[src/rtl/dcfe_pkg.sv]
// Shared types, codes and CRC functions for the daisy-chain frame engine.
`default_nettype none

package dcfe_pkg;

  // Result status codes
  localparam logic [2:0] ST_OK    = 3'd0;
  localparam logic [2:0] ST_RANGE = 3'd1;
  localparam logic [2:0] ST_ECHO  = 3'd2;
  localparam logic [2:0] ST_CRC   = 3'd3;
  localparam logic [2:0] ST_CNT   = 3'd4;
  localparam logic [2:0] ST_UNEXP = 3'd5;

  // Request types
  localparam logic [1:0] REQ_NOP    = 2'd0;
  localparam logic [1:0] REQ_READ   = 2'd1;
  localparam logic [1:0] REQ_WRITE  = 2'd2;
  localparam logic [1:0] REQ_GWRITE = 2'd3;

  // Frame constants
  localparam logic [7:0] CRC_INIT = 8'h42;
  localparam logic [7:0] CRC_POLY = 8'h2F;
  localparam logic [7:0] CC_MASK  = 8'hF3;
  localparam logic [7:0] ADDR_MAX = 8'h7F;

  // Classified transaction handed from front to back
  typedef struct packed {
    logic        is_frame;   // received frame, else request
    logic        range_err;  // request failed its range check
    logic [47:0] frame;      // tx frame for a request, rx frame otherwise
    logic [7:0]  left;       // responses expected for a read
    logic        crc_ok;     // rx frame CRC matches
  } item_t;

  // One result as held in the output register
  typedef struct packed {
    logic [2:0]  status;
    logic        frame_valid;
    logic [47:0] frame;
    logic        data_valid;
    logic [15:0] reg_data;
    logic        done;
  } res_t;

  // One byte through the CRC-8 register, MSB first
  function automatic logic [7:0] crc_byte(input logic [7:0] crc, input logic [7:0] b);
    logic [7:0] c;
    c = crc ^ b;
    for (int i = 0; i < 8; i++) begin
      c = c[7] ? ((c << 1) ^ CRC_POLY) : (c << 1);
    end
    return c;
  endfunction

  // CRC over the five leading frame bytes, data high byte first
  function automatic logic [7:0] crc_frame(input logic [39:0] msg);
    logic [7:0] c;
    c = CRC_INIT;
    for (int k = 4; k >= 0; k--) begin
      c = crc_byte(c, msg[k*8 +: 8]);
    end
    return c;
  endfunction

endpackage

`default_nettype wire

[src/rtl/dcfe_front.sv]
// Front end: classifies an incoming transaction and builds request frames.
`default_nettype none

module dcfe_front (
  input  wire logic          cmd,
  input  wire logic [1:0]    req_type,
  input  wire logic [7:0]    reg_addr,
  input  wire logic [5:0]    cluster_id,
  input  wire logic [15:0]   reg_value,
  input  wire logic [15:0]   rx_data,
  input  wire logic [7:0]    rx_addr,
  input  wire logic [7:0]    rx_cid,
  input  wire logic [7:0]    rx_cnt_cmd,
  input  wire logic [7:0]    rx_crc,
  output dcfe_pkg::item_t    item
);

  always_comb begin
    logic [15:0] data;
    logic [6:0]  addr7;
    logic [5:0]  cid;
    logic [7:0]  cc;
    logic [16:0] span_end;
    logic        rerr;
    logic [39:0] tx_msg;

    // Request frame fields
    data  = reg_value;
    addr7 = reg_addr[6:0];
    cid   = cluster_id;
    cc    = {6'd0, req_type} & dcfe_pkg::CC_MASK;
    rerr  = 1'b0;
    span_end = {9'd0, reg_addr} + {1'b0, reg_value};

    case (req_type)
      dcfe_pkg::REQ_NOP: begin
        data  = '0;
        addr7 = '0;
      end
      dcfe_pkg::REQ_READ: begin
        // last register addressed must stay within the map
        rerr = (reg_addr > dcfe_pkg::ADDR_MAX) || (reg_value == '0) ||
               (span_end > 17'd128);
      end
      dcfe_pkg::REQ_GWRITE: begin
        rerr = reg_addr > dcfe_pkg::ADDR_MAX;
        cid  = '0;
      end
      default: begin
        rerr = reg_addr > dcfe_pkg::ADDR_MAX;
      end
    endcase

    tx_msg = {data, 1'b0, addr7, 2'b00, cid, cc};

    item.is_frame  = cmd;
    item.range_err = rerr;
    item.left      = (req_type == dcfe_pkg::REQ_READ) ? reg_value[7:0] : 8'd0;
    item.crc_ok    = dcfe_pkg::crc_frame({rx_data, rx_addr, rx_cid, rx_cnt_cmd}) == rx_crc;
    if (cmd) begin
      item.frame = {rx_data, rx_addr, rx_cid, rx_cnt_cmd, rx_crc};
    end else begin
      item.frame = {tx_msg, dcfe_pkg::crc_frame(tx_msg)};
    end
  end

endmodule

`default_nettype wire

[src/rtl/dcfe_queue.sv]
// Two-entry queue between the front end and the back end.
`default_nettype none

module dcfe_queue (
  input  wire logic            clk,
  input  wire logic            rst,
  input  wire logic            push,
  input  wire dcfe_pkg::item_t wr_item,
  input  wire logic            pop,
  output logic                 full,
  output logic                 empty,
  output dcfe_pkg::item_t      rd_item
);

  dcfe_pkg::item_t entries [2];
  logic            wr_ptr;
  logic            rd_ptr;
  logic [1:0]      count;

  assign full    = count == 2'd2;
  assign empty   = count == 2'd0;
  assign rd_item = entries[rd_ptr];

  // Pointers and fill count
  always_ff @(posedge clk) begin
    if (rst) begin
      wr_ptr <= 1'b0;
      rd_ptr <= 1'b0;
      count  <= 2'd0;
    end else begin
      if (push) wr_ptr <= ~wr_ptr;
      if (pop)  rd_ptr <= ~rd_ptr;
      count <= 2'(count + {1'b0, push} - {1'b0, pop});
    end
  end

  // Entry storage
  always_ff @(posedge clk) begin
    if (push) entries[wr_ptr] <= wr_item;
  end

endmodule

`default_nettype wire

[src/rtl/dcfe_back.sv]
// Back end: transaction state machine, message counters and result register.
`default_nettype none

module dcfe_back #(
  parameter int CLUSTERS = 64
) (
  input  wire logic            clk,
  input  wire logic            rst,
  input  wire dcfe_pkg::item_t q_item,
  input  wire logic            q_empty,
  output logic                 pop,
  input  wire logic            out_ready,
  output logic                 out_valid,
  output dcfe_pkg::res_t       res
);

  localparam int IDX_W = (CLUSTERS > 1) ? $clog2(CLUSTERS) : 1;

  typedef enum logic [1:0] {PH_IDLE, PH_ECHO, PH_RESP} phase_t;

  phase_t         phase, phase_next;
  logic [47:0]    sent_frame, sent_frame_next;
  logic [7:0]     left, left_next;
  logic [5:0]     active, active_next;
  dcfe_pkg::res_t res_next;

  // Counter store and its read path
  logic [3:0]     cnt_mem [CLUSTERS];
  logic           cnt_vld [CLUSTERS];
  logic [3:0]     rd_q;
  logic           rd_vld_q;
  logic           load_q;
  logic [3:0]     cur_cnt;
  logic           rd_en;
  logic           mem_we;
  logic [3:0]     rcv;
  logic           has_ctr;
  logic           fire;

  assign fire    = !q_empty && (!out_valid || out_ready);
  assign pop     = fire;
  assign rcv     = q_item.frame[15:12];
  assign has_ctr = {1'b0, active} < 7'(CLUSTERS);

  // Next-state and result decode
  always_comb begin
    phase_next      = phase;
    sent_frame_next = sent_frame;
    left_next       = left;
    active_next     = active;
    res_next        = '0;
    rd_en           = 1'b0;
    mem_we          = 1'b0;

    if (fire) begin
      if (!q_item.is_frame) begin
        if (phase != PH_IDLE) begin
          res_next.status = dcfe_pkg::ST_UNEXP;
        end else if (q_item.range_err) begin
          res_next.status = dcfe_pkg::ST_RANGE;
          res_next.done   = 1'b1;
        end else begin
          res_next.frame_valid = 1'b1;
          res_next.frame       = q_item.frame;
          sent_frame_next      = q_item.frame;
          left_next            = q_item.left;
          active_next          = q_item.frame[21:16];
          phase_next           = PH_ECHO;
          rd_en                = 1'b1;
        end
      end else begin
        unique case (phase)
          PH_IDLE: begin
            res_next.status = dcfe_pkg::ST_UNEXP;
          end
          PH_ECHO: begin
            if (q_item.frame != sent_frame) begin
              res_next.status = dcfe_pkg::ST_ECHO;
              res_next.done   = 1'b1;
              phase_next      = PH_IDLE;
            end else if (left == '0) begin
              res_next.done = 1'b1;
              phase_next    = PH_IDLE;
            end else begin
              phase_next = PH_RESP;
            end
          end
          PH_RESP: begin
            if (!q_item.crc_ok) begin
              res_next.status = dcfe_pkg::ST_CRC;
              res_next.done   = 1'b1;
              phase_next      = PH_IDLE;
            end else begin
              // counter is stored even when the check fails
              mem_we = has_ctr;
              if (has_ctr && active != '0 && rcv != 4'(cur_cnt + 4'd1)) begin
                res_next.status = dcfe_pkg::ST_CNT;
                res_next.done   = 1'b1;
                phase_next      = PH_IDLE;
              end else begin
                res_next.data_valid = 1'b1;
                res_next.reg_data   = q_item.frame[47:32];
                left_next           = 8'(left - 8'd1);
                if (left == 8'd1) begin
                  res_next.done = 1'b1;
                  phase_next    = PH_IDLE;
                end
              end
            end
          end
          default: begin
            phase_next = PH_IDLE;
          end
        endcase
      end
    end
  end

  // State and result register
  always_ff @(posedge clk) begin
    if (rst) begin
      phase      <= PH_IDLE;
      sent_frame <= '0;
      left       <= '0;
      active     <= '0;
      out_valid  <= 1'b0;
      load_q     <= 1'b0;
    end else begin
      phase      <= phase_next;
      sent_frame <= sent_frame_next;
      left       <= left_next;
      active     <= active_next;
      load_q     <= rd_en;
      if (fire) begin
        out_valid <= 1'b1;
      end else if (out_ready) begin
        out_valid <= 1'b0;
      end
    end
    if (fire) res <= res_next;
  end

  // Counter memory: read on issue, written on each response with a good CRC
  always_ff @(posedge clk) begin
    if (mem_we) cnt_mem[active[IDX_W-1:0]] <= rcv;
    if (rd_en) rd_q <= cnt_mem[q_item.frame[16 +: IDX_W]];
  end

  // Written flags stand in for the all-zero reset of the store
  always_ff @(posedge clk) begin
    if (rst) begin
      for (int i = 0; i < CLUSTERS; i++) cnt_vld[i] <= 1'b0;
      rd_vld_q <= 1'b0;
    end else begin
      if (mem_we) cnt_vld[active[IDX_W-1:0]] <= 1'b1;
      if (rd_en) rd_vld_q <= cnt_vld[q_item.frame[16 +: IDX_W]];
    end
  end

  // Counter of the active cluster, loaded from the registered read rd_q
  always_ff @(posedge clk) begin
    if (load_q) begin
      cur_cnt <= rd_vld_q ? rd_q : 4'd0;
    end else if (mem_we) begin
      cur_cnt <= rcv;
    end
  end

endmodule

`default_nettype wire

[src/rtl/daisy_chain_frame_engine.sv]
// Top level of the daisy-chain frame engine: front end, queue and back end.
`default_nettype none

// Master side of a CRC-8 framed register-access link. Each input transaction
// is either a request (nop, read of N registers, write, global write), which
// is range checked and returned as a 48-bit transmit frame with its CRC, or a
// received frame, checked first as the echo of the sent frame and then as
// one response per register read (CRC, then the 4-bit per-cluster message
// counter; cluster 0 skips the counter check). Every input transaction gives
// exactly one result. The engine takes one transaction per clock cycle while
// in_ready is high. The front end classifies and computes CRCs in the
// acceptance cycle, a two-entry queue registers the classified transaction,
// and the back end's state update then writes the output register, which
// presents the result. When the output is held off, the queue fills and
// in_ready drops until a result is taken. The counter store needs
// no clearing pass after reset; per-cluster written flags give the zero
// reset value.
module daisy_chain_frame_engine #(
  parameter int CLUSTERS = 64
) (
  input  wire logic        clk,
  input  wire logic        rst,
  input  wire logic        in_valid,
  output logic             in_ready,
  input  wire logic        cmd,
  input  wire logic [1:0]  req_type,
  input  wire logic [7:0]  reg_addr,
  input  wire logic [5:0]  cluster_id,
  input  wire logic [15:0] reg_value,
  input  wire logic [15:0] rx_data,
  input  wire logic [7:0]  rx_addr,
  input  wire logic [7:0]  rx_cid,
  input  wire logic [7:0]  rx_cnt_cmd,
  input  wire logic [7:0]  rx_crc,
  output logic             out_valid,
  input  wire logic        out_ready,
  output logic [2:0]       status,
  output logic             frame_valid,
  output logic [15:0]      tx_data,
  output logic [6:0]       tx_addr,
  output logic [5:0]       tx_cid,
  output logic [7:0]       tx_cnt_cmd,
  output logic [7:0]       tx_crc,
  output logic             data_valid,
  output logic [15:0]      reg_data,
  output logic             done_res
);

  dcfe_pkg::item_t f_item;
  dcfe_pkg::item_t q_item;
  dcfe_pkg::res_t  res;
  logic            q_full;
  logic            q_empty;
  logic            q_pop;
  logic            q_push;

  assign in_ready = !q_full;
  assign q_push   = in_valid && in_ready;

  // Classification
  dcfe_front u_front (
    .cmd        (cmd),
    .req_type   (req_type),
    .reg_addr   (reg_addr),
    .cluster_id (cluster_id),
    .reg_value  (reg_value),
    .rx_data    (rx_data),
    .rx_addr    (rx_addr),
    .rx_cid     (rx_cid),
    .rx_cnt_cmd (rx_cnt_cmd),
    .rx_crc     (rx_crc),
    .item       (f_item)
  );

  // Decoupling queue
  dcfe_queue u_queue (
    .clk     (clk),
    .rst     (rst),
    .push    (q_push),
    .wr_item (f_item),
    .pop     (q_pop),
    .full    (q_full),
    .empty   (q_empty),
    .rd_item (q_item)
  );

  // Transaction execution
  dcfe_back #(
    .CLUSTERS (CLUSTERS)
  ) u_back (
    .clk       (clk),
    .rst       (rst),
    .q_item    (q_item),
    .q_empty   (q_empty),
    .pop       (q_pop),
    .out_ready (out_ready),
    .out_valid (out_valid),
    .res       (res)
  );

  // Result fields
  assign status      = res.status;
  assign frame_valid = res.frame_valid;
  assign tx_data     = res.frame[47:32];
  assign tx_addr     = res.frame[30:24];
  assign tx_cid      = res.frame[21:16];
  assign tx_cnt_cmd  = res.frame[15:8];
  assign tx_crc      = res.frame[7:0];
  assign data_valid  = res.data_valid;
  assign reg_data    = res.reg_data;
  assign done_res    = res.done;

`ifndef SYNTH
  a_frame_ok: assert property (@(posedge clk) disable iff (rst)
    out_valid && frame_valid |-> status == dcfe_pkg::ST_OK && !done_res && !data_valid)
    else $error("transmit frame with error status");

  a_data_ok: assert property (@(posedge clk) disable iff (rst)
    out_valid && data_valid |-> status == dcfe_pkg::ST_OK)
    else $error("register data with error status");

  a_unexp_nodone: assert property (@(posedge clk) disable iff (rst)
    out_valid && status == dcfe_pkg::ST_UNEXP |-> !done_res && !frame_valid)
    else $error("unexpected transaction ended the running one");
`endif

endmodule

`default_nettype wire

[config.mk]
export PLATFORM = sky130hd
export DESIGN_NAME = daisy_chain_frame_engine
export DESIGN_NICKNAME = d
export VERILOG_FILES = /design/src/rtl/dcfe_pkg.sv /design/src/rtl/dcfe_front.sv /design/src/rtl/dcfe_queue.sv /design/src/rtl/dcfe_back.sv /design/src/rtl/daisy_chain_frame_engine.sv
export SDC_FILE = /design/constraint.sdc
export NUM_CORES = 1
export LEC_CHECK = 0
export BUFFER_PORTS_ARGS = -buffer_cell sky130_fd_sc_hd__buf_2
export CORE_MARGIN = 3
export CORE_UTILIZATION = 55
export CTS_CLUSTER_SIZE = 14
export DETAILED_ROUTE_END_ITERATION = 6
export PLACE_DENSITY = 0.83
export SETUP_SLACK_MARGIN = 0.2
export SLEW_MARGIN = 5
export SYNTH_ARGS = -nofsm -noshare
export SYNTH_HDL_FRONTEND = slang
export SYNTH_SLANG_ARGS = --single-unit
[constraint.sdc]
create_clock -name clk -period 4.5 [get_ports clk]
set_input_delay 1.125 -clock clk [delete_from_list [all_inputs] [get_ports clk]]
set_output_delay 1.125 -clock clk [all_outputs]
set_load 0.005 [all_outputs]
==> impl_metrics.yaml, run 1 <==
outcome:
  status: "complete, no violations"
sta:
  setup_tns_ps: 0
  fin_crit_sh_pct: 88.2
  rsz0062_at_grt: "false"
  max-slew-margin-rel_pct: 30.7
  hold_ws_ps: 468
  period_needed_ps: 3970
  clock_skew_ps: 22.1
  max_slew.worst_pin.slew_ps: 1030
  drv_slew: 0
  hold_violations: 0
  fmax_mhz: 252
  setup_violations: 0
synthesis:
  syn_nets: 2079
  synth_seq_cells: 579
  ys_seq_area_share_pct: 60.6
  synth_ff_type: "edfxtp_1"
  yosysTopAreaCellShare_pct: 50.8
  synth_top_area_cell: "edfxtp_1"
  yosysWarnings: 0
  synth_cells: 1976
  syn_area_um2: 26500
  syn_avg_cell_area_um2: 13.4
  synthTopCellsByArea: "edfxtp_1 51%, dfxtp_1 9.8%, mux4_2 6.8%"
  synth_edf_count: 449
  synthArstFlopShare_pct: 0
  synth_cell_type_count: 64
finish:
  utilization_pct: 64.3
  final_nets: 2268
  layoutNonFillerInstCount: 2819
  area_growth_pct: 14.0
  drive_gt1_share_pct: 20.4
  antenna_cells: 0
  nFillCells: 3222
hold_path:
  hp-start: "u_back.cnt_vld[43]$_DFF_P_"
  hp-class: "register to register"
  min_to: "u_back.cnt_vld[43]$_DFF_P_"
  holdPathStages: 2
clock_network:
  cts_buffers: 55
  root_buffer: "clkbuf_16"
  clkTransAtPathRegs_ps: 60
  cts_sinks: 579
  clkLatencyLatePin_ps: 600
  cts_tree: "yes"
  cts_hold_buf: 0
  cts_setup_buffers: 0
  clockBufferDepth: 3
  ctsResizeCount: 0
  htreeDepth: 2
critical_path:
  r2r-end: "u_back.res[0]$_DFFE_PP_"
  crit_fanout: 4
  ff2ff_path_depth: 11
  critical_path.startpoint_type: "input pin"
  required_ps: 4880
  worstPathArrival_ps: 4350
  end_kind: "register"
  critPathKind: "input pin to register"
  reg2reg_slack_ps: 680
routing:
  vias_per_cell: 6.02
  drt_iter0_drc: 2132
  wirelength_um: 65600
  drcViolationCount: 0
  dr.pass1.iters: 7
  ant_nets: 0
  wl_per_cell_um: 23.3
  vias: 17000
pwr:
  pwr-share-seq_pct: 34.8
  pwr-share-clk_pct: 21.5
  p_sw_share_pct: 34.2
  p_int_uw: 13900
  pwr_density_cell_nw_per_um2: 696
  cellLeakagePower_uw: 0.0108
  peakVddDrop_v: 0.000589
  comb_power_share_pct: 43.6
  p_total_uw: 21100
  p_sw_uw: 7200
place:
  place_congestion: 0.973
  dpl.hpwl_um: 45100
  placed_cells: 2715
  numPortBuffers: 153
floorplan:
  fp-row-count: 79
  start_util_pct: 56.4
  die_y_um: 226
  dieArea_um2: 50900
  io_pins: 154
  core_um2: 47100
  die_w_um: 226
run:
  drv_cap: 0
global_route:
  grt_pass1_vias: 17000
  antenna_found_initial: 0
  grt_pass1_wl_um: 98800
  grt_max_degree: 91
  grt_overflow: 0
  grt_usage_pct: 25.5
-- power groups by stage --
| stage | clock network [uW] | registers [uW] | logic, uW |
|---|---|---|---|
| finish | 4530 | 7340 | 9190 |
| floorplan | 0 | 7320 | 6510 |
| detailed placement | 0 | 7430 | 9060 |
| CTS | 4590 | 7330 | 9140 |
| global placement | 0 | 7390 | 8810 |
| global route | 4790 | 7390 | 9840 |
-- Yosys cell counts (6+ instances only) --
master and count:
edfxtp_1 449, nor2_1 339, xnor2_1 180, nand2_1 135
dfxtp_1 130, clkbuf_1 81, mux4_2 80, a211oi_1 78
mux2i_1 62, o21ai_0 49, and2_1 41, xor2_1 39
a21oi_1 34, xnor3_1 29, inv_1 25, buf_1 18
ha_1 17, nand3_1 16, nor4_1 15, xor3_1 12
a311oi_1 10, a31oi_1 10, nor3_1 10, nor2b_1 9
buf_2 8, xnor2_2 7, mux2_2 6, nand4_1 6
o21ai_1 6
-- critical path, cell delays in order --
cell and delay, ps:
buf_2 140, xor2_1 310, xnor3_2 550, xnor2_2 190, xnor3_2 500, xnor2_2 180
xnor2_1 340, xnor2_2 120, xnor2_1 140, or3_2 440, a222oi_1 290
-- final cells by class --
type | count | area (um^2) | share of cell area, %
Clock buffer | 76 | 1530 | 5.05
Clock inverter | 28 | 256 | 0.848
Inverter | 25 | 93.8 | 0.310
Multi-Input combinational cell | 1261 | 10000 | 33.2
Sequential cell | 579 | 16100 | 53.2
Tap cell | 607 | 759 | 2.51
Timing Repair Buffer | 243 | 1490 | 4.94
-- stage by stage --
step / instance area, um^2 / setup WS, ps
after detailed placement: 28500 / -14.9
final: 30200 / 531
after global placement: 28500 / 70.4
after CTS: 30200 / 622
after floorplan: 26600 / 187
after global routing: 30200 / 465
-- sequential cells by signal (all words and copies together) (netlist names), 2 cells and up, named ones only --
| signal | flops |
|---|---|
| u_back.cur_cnt | 4 |
| u_back.res | 67 |
| u_back.active | 5 |
| u_back.sent_frame | 43 |
| u_back.phase | 2 |
| u_back.left | 8 |
| u_queue.entries | 118 |
| u_queue.count | 2 |
| u_back.cnt_vld | 64 |
| u_back.rd_q | 4 |
| u_back.cnt_mem | 256 |
-- worst max-delay path by stage --
stage	cells after the start	slack (ps)	to	start
finish	11	530	u_queue.entries[0][0]$_DFFE_PP_	rx_data[5]
global route	13	460	u_queue.entries[0][0]$_DFFE_PP_	rx_data[11]
CTS	12	620	u_queue.entries[1][0]$_DFFE_PP_	rx_data[5]
detailed placement	12	-10	u_queue.entries[0][0]$_DFFE_PP_	rx_data[5]
global placement	12	70	u_queue.entries[1][0]$_DFFE_PP_	rx_data[5]
floorplan	11	190	u_queue.entries[0][9]$_DFFE_PP_	reg_value[14]
-- logic make-up (layout without fill, tap and decap cells) --
logic type                 Yosys count  count (layout)  synth area share [%]
and+or+nand+nor                    599             599                  9.60
xor gates and xnor gates           276             276                  12.0
DFF                                579             579                  60.6
muxes                              148             148                  9.39
AOI/OAI and AO/OA                  220             220                  5.47
adders and majority gates           18              18                 0.877
buffers and inverters              136             372                  2.01
-- layout by cell type (no fill, tap or decap), types with 5 or more instances in the layout --
master,synthesis,routed
o22ai_1,5,5
mux2i_1,62,57
nor4_1,15,15
xnor2_2,7,13
xor3_1,12,12
buf_2,8,152
o21ai_1,6,6
dfxtp_1,130,129
xnor3_2,5,6
clkbuf_1,81,16
clkbuf_16,0,57
buf_4,3,87
nor2b_1,9,9
a311oi_1,10,10
a21oi_1,34,34
mux2_2,6,6
ha_1,17,17
nor2_1,339,337
nand3_1,16,15
a31oi_1,10,10
nand3b_1,5,5
xnor3_1,29,28
nand2_1,135,135
xor2_1,39,39
o21ai_0,49,49
xnor2_1,180,174
mux4_2,80,80
clkinv_2,0,12
nor3_1,10,10
inv_1,25,24
edfxtp_1,449,449
a211oi_1,78,78
clkinv_1,0,7
nand2b_1,5,5
and2_1,41,41
nand4_1,6,6
-- layer usage --
layer  vias to the layer above  GRT usage, %  part of all wire [%]
li1                       7543             -                     -
met1                      8407          36.0                    40
met2                       869          40.4                    47
met3                       140          4.64                   9.1
met4                         0          9.10                   3.4
met5                         -             0                     0
No activity file was read; power rests on OpenSTA's default activity.
==> inputs of run 2 (changes only) <==
--- a/config.mk
+++ b/config.mk
@@ -6,8 +6,10 @@
 export NUM_CORES = 1
 export LEC_CHECK = 0
 export BUFFER_PORTS_ARGS = -buffer_cell sky130_fd_sc_hd__buf_2
+export CELL_PAD_IN_SITES_DETAIL_PLACEMENT = 0
+export CELL_PAD_IN_SITES_GLOBAL_PLACEMENT = 1
 export CORE_MARGIN = 3
-export CORE_UTILIZATION = 55
+export CORE_UTILIZATION = 46
 export CTS_CLUSTER_SIZE = 14
 export DETAILED_ROUTE_END_ITERATION = 6
 export PLACE_DENSITY = 0.83
==> run 2 against run 1 <==
- cell area grew 0.57%
- count of clock-buffer cells in the layout grew 7
- fmax grew 0.46%
- via count shrank 2.8%
- wire length shrank 1.4%
- total power shrank 1.1%
- register-to-register slack gained 300 ps
- combinational power shrank 0.5%
- sequential share of layout area shrank 0.30 points
- critical path depth grew 1
- worst hold slack is essentially flat
- clock power shrank 3%
==> impl_metrics.yaml, run 2 (synthesis gave the netlist of run 1 again) <==
outcome:
  status: "complete, no violations"
floorplan:
  core_um2: 56700
  io_pins: 154
  dieArea_um2: 60600
  start_util_pct: 46.8
  die_y_um: 246
  die_w_um: 246
  fp-row-count: 87
hold_path:
  min_to: "u_back.cnt_vld[57]$_DFF_P_"
  holdPathStages: 2
  hp-class: "register to register"
  hp-start: "u_back.cnt_vld[57]$_DFF_P_"
sta:
  drv_slew: 0
  setup_tns_ps: 0
  fin_crit_sh_pct: 87.8
  finalWorstSetupSlack_ps: 549
  rsz0062_at_grt: "false"
  fmax_mhz: 253
  max-slew-margin-rel_pct: 27.8
  period_needed_ps: 3950
  setup_violations: 0
  max_slew.worst_pin.slew_ps: 1070
  hold_violations: 0
  clock_skew_ps: 25.2
clock_network:
  ctsResizeCount: 0
  htreeDepth: 2
  cts_hold_buf: 0
  cts_sinks: 579
  cts_setup_buffers: 0
  clockBufferDepth: 3
  cts_buffers: 52
  cts_tree: "yes"
  clkTransAtPathRegs_ps: 60
  clkLatencyLatePin_ps: 590
  root_buffer: "clkbuf_16"
critical_path:
  cp_common_cell: "xor3_1"
  critical_path.startpoint_type: "input pin"
  crit_family: "XOR/XNOR gates"
  worstPathArrival_ps: 4250
  reg2reg_slack_ps: 980
  critPathKind: "input pin to register"
  path_cells: "buf_2 > xor3_1 > xor3_1 > xnor3_1 > nand3_1 > a21oi_1 > nor3_1 > xnor2_2 > buf_4 > xnor2_1 > xor2_1 > o21ai_0"
  cp_slowest_stage_delay_ps: 580
  crit_buf_inv: 2
  ff2ff_path_depth: 9
  crit_fanout: 6
  r2r-end: "u_back.res[0]$_DFFE_PP_"
  end_kind: "register"
  required_ps: 4800
  slowest_stage: "xor3_1"
routing:
  wirelength_um: 64700
  drt_iter0_drc: 1484
  dr.pass1.iters: 5
  ant_nets: 0
  vias: 16500
  vias_per_cell: 5.55
  wl_per_cell_um: 21.8
  drcViolationCount: 0
finish:
  drive_gt1_share_pct: 20.7
  largest_reg_flops: 256
  mostFrequentLayoutCells: "449 x edfxtp_1, 337 x nor2_1, 174 x xnor2_1"
  final_common_cell: "edfxtp_1"
  area_growth_pct: 14.7
  final_nets: 2271
  layoutNonFillerInstCount: 2971
  nFillCells: 4607
global_route:
  grt_pass1_wl_um: 97500
  grt_overflow: 0
  grt_pass1_vias: 16500
  grt_max_degree: 69
  grt_usage_pct: 21.2
  antenna_found_initial: 4
pwr:
  cellLeakagePower_uw: 0.0108
  pwr_density_cell_nw_per_um2: 685
  peakVddDrop_v: 0.000659
place:
  place_congestion: 0.931
  placed_cells: 2870
  dpl.hpwl_um: 45500
  post-place-ws_ps: 2.55
  numPortBuffers: 153
run:
  drv_cap: 0
==> run 2: per-stage QoR <==
stage	power, uW	hold WS (ps)	instance area (um^2)	utilization [%]
6_report	20800	467	30400	53.6
5_1_grt	21900	489	30400	53.6
4_1_cts	20900	470	30400	53.6
3_5_place_dp	16500	457	28700	50.6
3_3_place_gp	16400	443	28700	50.6
2_1_floorplan	13800	435	26600	-
==> run 2: per-layer routing <==
layer / wire length, um / vias to the layer above / part of all wire [%] / global-route usage [%]
li1: - / 7555 / - / -
met1: 28100 / 8179 / 43 / 30.6
met2: 29700 / 639 / 46 / 32.9
met3: 5440 / 103 / 8.4 / 4.17
met4: 1420 / 2 / 2.2 / 5.64
met5: 13 / - / 0.020 / 0
==> run 2: worst register-to-register path: stages, from the launching register on <==
cell	delay [ps]
dfxtp_4	500
buf_12	380
mux2i_1	630
xnor2_1	150
nor4_1	410
nand4_1	150
nor3_1	330
o41ai_1	170
a221oi_1	330
o22ai_1	190
==> run 2: final cells by class <==
class                      count  area, um^2  area share (%)
tap                          756         946            3.11
inverter                      25        93.8           0.308
clock inverter                15         161           0.531
antenna                        3        7.51          0.0247
multi-input combinational   1261       10000            33.0
clock buffer                  83        1560            5.12
timing repair buffer         249        1540            5.06
sequential                   579       16100            52.9
==> run 2: worst max path at each step <==
| stage | startpoint | to | cells after the start |
|---|---|---|---|
| after global placement | rx_data[8] | u_queue.entries[0][0]$_DFFE_PP_ | 11 |
| after floorplan | reg_value[14] | u_queue.entries[0][9]$_DFFE_PP_ | 11 |
| final | reg_value[8] | u_queue.entries[0][15]$_DFFE_PP_ | 12 |
| after CTS | reg_value[8] | u_queue.entries[0][15]$_DFFE_PP_ | 12 |
| after detailed placement | rx_data[8] | u_queue.entries[1][0]$_DFFE_PP_ | 11 |
| after global routing | reg_value[8] | u_queue.entries[0][15]$_DFFE_PP_ | 12 |
==> run 2: power breakdown <==
| group | switching [uW] | leakage [uW] | internal, uW | total (uW) |
|---|---|---|---|---|
| Clock | 1900 | 0.000848 | 2500 | 4400 |
| Combinational | 4880 | 0.00474 | 4260 | 9140 |
| Sequential | 319 | 0.00521 | 6970 | 7290 |
| Total | 7100 | 0.0108 | 13700 | 20800 |
